## src/rtl/sapp_pkg.sv

```systemverilog
// ----------------------------------------------------------------------------
// Standstill auto-park policy: shared package
// Widths, register indices, mode codes and the request/result structs.
// ----------------------------------------------------------------------------
`default_nettype none

package sapp_pkg;

	localparam int CMD_W     = 16;            // command / feedback field width
	localparam int TIME_W    = 32;            // millisecond timestamp width
	localparam int FRAC_W    = 16;            // filter fraction bits
	localparam int FILT_W    = CMD_W + FRAC_W;
	localparam int ALPHA_W   = 17;
	localparam int LIMIT_W   = 15;
	localparam int DELAY_W   = 16;
	localparam int MODE_W    = 3;
	localparam int NUM_AXES  = 4;
	localparam int CFG_IDX_W = 3;
	localparam int CFG_DAT_W = 17;

	localparam int unsigned RETRY_MS = 1000;

	localparam logic [ALPHA_W-1:0] ALPHA_MIN = ALPHA_W'(656);
	localparam logic [ALPHA_W-1:0] ALPHA_ONE = ALPHA_W'(65536);

	// chassis mode codes
	localparam logic [MODE_W-1:0] MODE_UNAVAIL    = 3'd0;
	localparam logic [MODE_W-1:0] MODE_DEFAULT    = 3'd1;
	localparam logic [MODE_W-1:0] MODE_PARK       = 3'd2;
	localparam logic [MODE_W-1:0] MODE_OTHER      = 3'd3;
	localparam logic [MODE_W-1:0] MODE_DEFAULT_SW = 3'd4;
	localparam logic [MODE_W-1:0] MODE_PARK_SW    = 3'd5;
	localparam logic [MODE_W-1:0] MODE_OTHER_SW   = 3'd6;
	localparam logic [MODE_W-1:0] MODE_INVALID    = 3'd7;

	// request kinds
	localparam logic REQ_UNLOCK = 1'b0;
	localparam logic REQ_LOCK   = 1'b1;

	typedef enum logic [CFG_IDX_W-1:0] {
		REG_ENABLED     = 3'd0,
		REG_AUTO_UNLOCK = 3'd1,
		REG_DELAY       = 3'd2,
		REG_ALPHA       = 3'd3,
		REG_CMD_LIN_LIM = 3'd4,
		REG_CMD_ANG_LIM = 3'd5,
		REG_FB_LIN_LIM  = 3'd6,
		REG_FB_ANG_LIM  = 3'd7
	} cfg_reg_t;

	typedef struct packed {
		logic                     lock_ack;
		logic signed [CMD_W-1:0]  cmd_lin_x;
		logic signed [CMD_W-1:0]  cmd_lin_y;
		logic signed [CMD_W-1:0]  cmd_ang_z;
		logic signed [CMD_W-1:0]  cmd_steer;
		logic [MODE_W-1:0]        mode_state;
		logic                     park_allowed;
		logic                     fb_valid;
		logic signed [CMD_W-1:0]  fb_lin_x;
		logic signed [CMD_W-1:0]  fb_lin_y;
		logic signed [CMD_W-1:0]  fb_ang_z;
		logic [TIME_W-1:0]        now_ms;
	} tick_t;

	typedef struct packed {
		logic signed [CMD_W-1:0]  out_lin_x;
		logic signed [CMD_W-1:0]  out_lin_y;
		logic signed [CMD_W-1:0]  out_ang_z;
		logic signed [CMD_W-1:0]  out_steer;
		logic                     request_valid;
		logic                     request_kind;
	} res_t;

endpackage

`default_nettype wire

```

## src/rtl/sapp_lane.sv

```systemverilog
// ----------------------------------------------------------------------------
// Standstill auto-park policy: one filter lane
// Q16 exponential low-pass update for one axis, with snap to zero.
// ----------------------------------------------------------------------------
`default_nettype none

module sapp_lane (
	input  wire logic signed [sapp_pkg::FILT_W-1:0]  filt_q,
	input  wire logic signed [sapp_pkg::CMD_W-1:0]   cmd,
	input  wire logic [sapp_pkg::ALPHA_W-1:0]        alpha,
	input  wire logic [sapp_pkg::LIMIT_W-1:0]        limit,
	input  wire logic                                loaded,
	output logic signed [sapp_pkg::FILT_W-1:0]       filt_next
);
	import sapp_pkg::*;

	localparam int DIFF_W = FILT_W + 1;
	localparam int PROD_W = DIFF_W + ALPHA_W + 1;

	logic signed [FILT_W-1:0] target;
	logic signed [DIFF_W-1:0] diff;
	logic signed [PROD_W-1:0] prod;
	logic signed [DIFF_W-1:0] step;
	logic signed [DIFF_W-1:0] sum;
	logic signed [FILT_W-1:0] raw;
	logic [FILT_W:0]          raw_mag;
	logic [FILT_W:0]          lim_q16;

	assign target = {cmd, {FRAC_W{1'b0}}};
	assign diff   = {target[FILT_W-1], target} - {filt_q[FILT_W-1], filt_q};

	// signed product; arithmetic shift floors toward minus infinity
	assign prod = $signed({{(PROD_W-DIFF_W){diff[DIFF_W-1]}}, diff})
		* $signed({{(PROD_W-ALPHA_W){1'b0}}, alpha});
	assign step = prod[FRAC_W +: DIFF_W];
	assign sum  = {filt_q[FILT_W-1], filt_q} + step;
	assign raw  = loaded ? sum[FILT_W-1:0] : target;

	assign raw_mag = raw[FILT_W-1] ? (FILT_W+1)'(-{raw[FILT_W-1], raw})
		: (FILT_W+1)'({raw[FILT_W-1], raw});
	assign lim_q16 = (FILT_W+1)'({limit, {FRAC_W{1'b0}}});

	assign filt_next = (raw_mag <= lim_q16) ? '0 : raw;

endmodule

`default_nettype wire

```

## config.mk

```make
export PLATFORM = sky130hd
export DESIGN_NAME = sapp_lane
export DESIGN_NICKNAME = d
export VERILOG_FILES = /design/src/rtl/sapp_pkg.sv /design/src/rtl/sapp_lane.sv
export SDC_FILE = /design/constraint.sdc
export NUM_CORES = 2
export LEC_CHECK = 0
export ABC_AREA = 1
export BUFFER_PORTS_ARGS = -buffer_cell sky130_fd_sc_hd__buf_2
export CORE_ASPECT_RATIO = 1.75
export CORE_MARGIN = 2
export CORE_UTILIZATION = 45
export DETAILED_ROUTE_END_ITERATION = 10
export PLACE_DENSITY_LB_ADDON = 0.25
export SETUP_SLACK_MARGIN = 0.15
export SYNTH_ARGS = -nofsm -noshare
export SYNTH_HDL_FRONTEND = slang
export SYNTH_SLANG_ARGS = --single-unit
```

## constraint.sdc

```tcl
create_clock -name vclk -period 19.3
set_clock_uncertainty 0.05 [all_clocks]
set_input_delay 3.86 -clock vclk [all_inputs]
set_output_delay 3.86 -clock vclk [all_outputs]
set_load 0.03 [all_outputs]
```

==> impl_metrics.tcl <==
set metrics [dict create \
    period_minus_slack_ns 18.63 \
    synth_cells 3334 \
    setup-violations-final 0 \
    yosys.area.top_type "fa_1" \
    final_common_cell "inv_1" \
    critPathLaunchType "primary input" \
    dieArea_um2 54540 \
    synthesis.nets 4104 \
    area_delta_synth_final_pct 11.12 \
    post-place-ws_ns 0.1109 \
    initial_core_util_pct 45.34 \
    syn-cell-area_um2 23680 \
    die_x_um 177.4 \
    rsz0062_at_grt "no" \
    seq_area_um2 0 \
    holdWs_ns 8.231 \
    ctsHoldBuffers 0 \
    seq_cell_count 0 \
    post_drt_wl_per_cell_um 19.76 \
    ios 113 \
    synthTopCellsByArea "fa_1, inv_1, nand2_1, ha_1, nor2_1" \
    drv_cap 0 \
    utilization_pct 50.38 \
    drtIter0Drc 1302 \
    clock_buffers 0 \
    cp_slowest_stage_delay_ns 0.52 \
    endpoint_kind "output pin" \
    worstPathArrival_ns 14.72 \
    grt_first_pass_wirelength_um 125900 \
    hold_viol_final 0 \
    antenna_found_initial 1 \
    status "finished clean" \
    syn_avg_cell_area_um2 7.101 \
    synth_cell_types 48 \
    gp_congestion 0.9866 \
    portBuffers 113 \
    cpMostUsedCell "inv_1" \
    fp.dieH_um 307.4 \
    drc_errors 0 \
    setup_ws_ns 0.6686 \
    critical_path_class "in -> out" \
    grt_max_degree 37 \
    final_antenna_net_count 0 \
    tns_ns 0 \
    max_freq_mhz 53.67 \
    ys_warn_count 0 \
    post_drt_via_cell_ratio 5.217 \
    layout_worst_path_cycle_share_pct 96.54 \
    synth-seq-area-share_pct 0 \
    totalWireLength_um 82330 \
    relSlewSlack_pct 35.78 \
    slew_violations 0 \
    worst_ep_required_time_ns 15.39 \
    yosys.area.top_type_share_pct 43.55 \
    hpwl_um 72280 \
    num_vias 21740 \
    floorplan.core_area_um2 52220 \
    grt_use_total_pct 30.91 \
    slowest_stage "fa_1" \
    overflow 0 \
    crit_fanout 18 \
    rows 111 \
    layout-drive-gt1-share_pct 12.96 \
    nets 4259 \
    tightest_slew_ns 0.9623 \
    first_global_vias 23460 \
    holdCritPathClass "in -> out" \
    final_cell_mix "inv_1, nand2_1, fa_1" \
    drt_pass1_iterations 5 \
]
metal layers:
layer	wire length [um]	vias up	track usage (%)	part of all wire [%]
met3	4512	404	3.383	5.5
met4	9076	0	26.57	11
li1	-	9927	-	-
met2	43510	868	58.26	53
met1	25230	10540	29.07	31
met5	0	-	0	0
critical path, delay by kind of cell:
kind,cells,cell delay [ns]
adders and majority gates,10,4.10
and+or+nand+nor,28,2.98
AOI/OAI and AO/OA,14,2.00
buffers and inverters,16,1.47
xor gates and xnor gates,2,0.32
final cells by class:
cell class / instances / area, um2
Multi-Input combinational cell: 2297 / 20200
Antenna cell: 1 / 2.502
Fill cell: 5366 / 25910
Timing Repair Buffer: 243 / 1695
Tap cell: 678 / 848.3
Inverter: 947 / 3565
Yosys cell counts, types with 5 or more instances:
cell / number
buf_6: 5
nor2_2: 36
nand4_1: 28
xor2_1: 37
a21oi_1: 106
nor3_1: 12
nand2_1: 709
clkbuf_1: 78
nand3_1: 103
ha_1: 174
o21ai_0: 58
inv_2: 6
a21o_1: 9
xnor2_1: 19
or2_2: 27
inv_1: 930
o21bai_1: 6
a31oi_1: 12
nor2_1: 390
fa_1: 515
clkinv_1: 11
nand2_2: 10
worst paths after layout:
kind  slack, ns       from  cells after the start       endpoint
max        0.67  filt_q[1]                     70  filt_next[28]
min        8.23     cmd[7]                      4  filt_next[23]
cell families after synthesis:
group	after synthesis	synth area share, %
simple gates	1338	23.47
buf+inv	1037	16.65
compound gates	213	4.994
fa+ha+maj	689	52.74
xor+xnor	57	2.140
metrics by stage:
step / cell area, um2 / std cells
CTS: 25630 / 4151
global placement: 25620 / 4151
floorplan: 23680 / 3334
global route: 26310 / 4165
finish: 26310 / 4166
detailed placement: 25620 / 4151
what timing repair did:
item	CTS	global route
endpoints found under the setup margin	32	32
pin swaps	0	19
buffers inserted	0	14
gates resized for setup	2	181
Power is not shown: default switching activity piles up to over one toggle a cycle in this logic, so the estimate is an artifact.
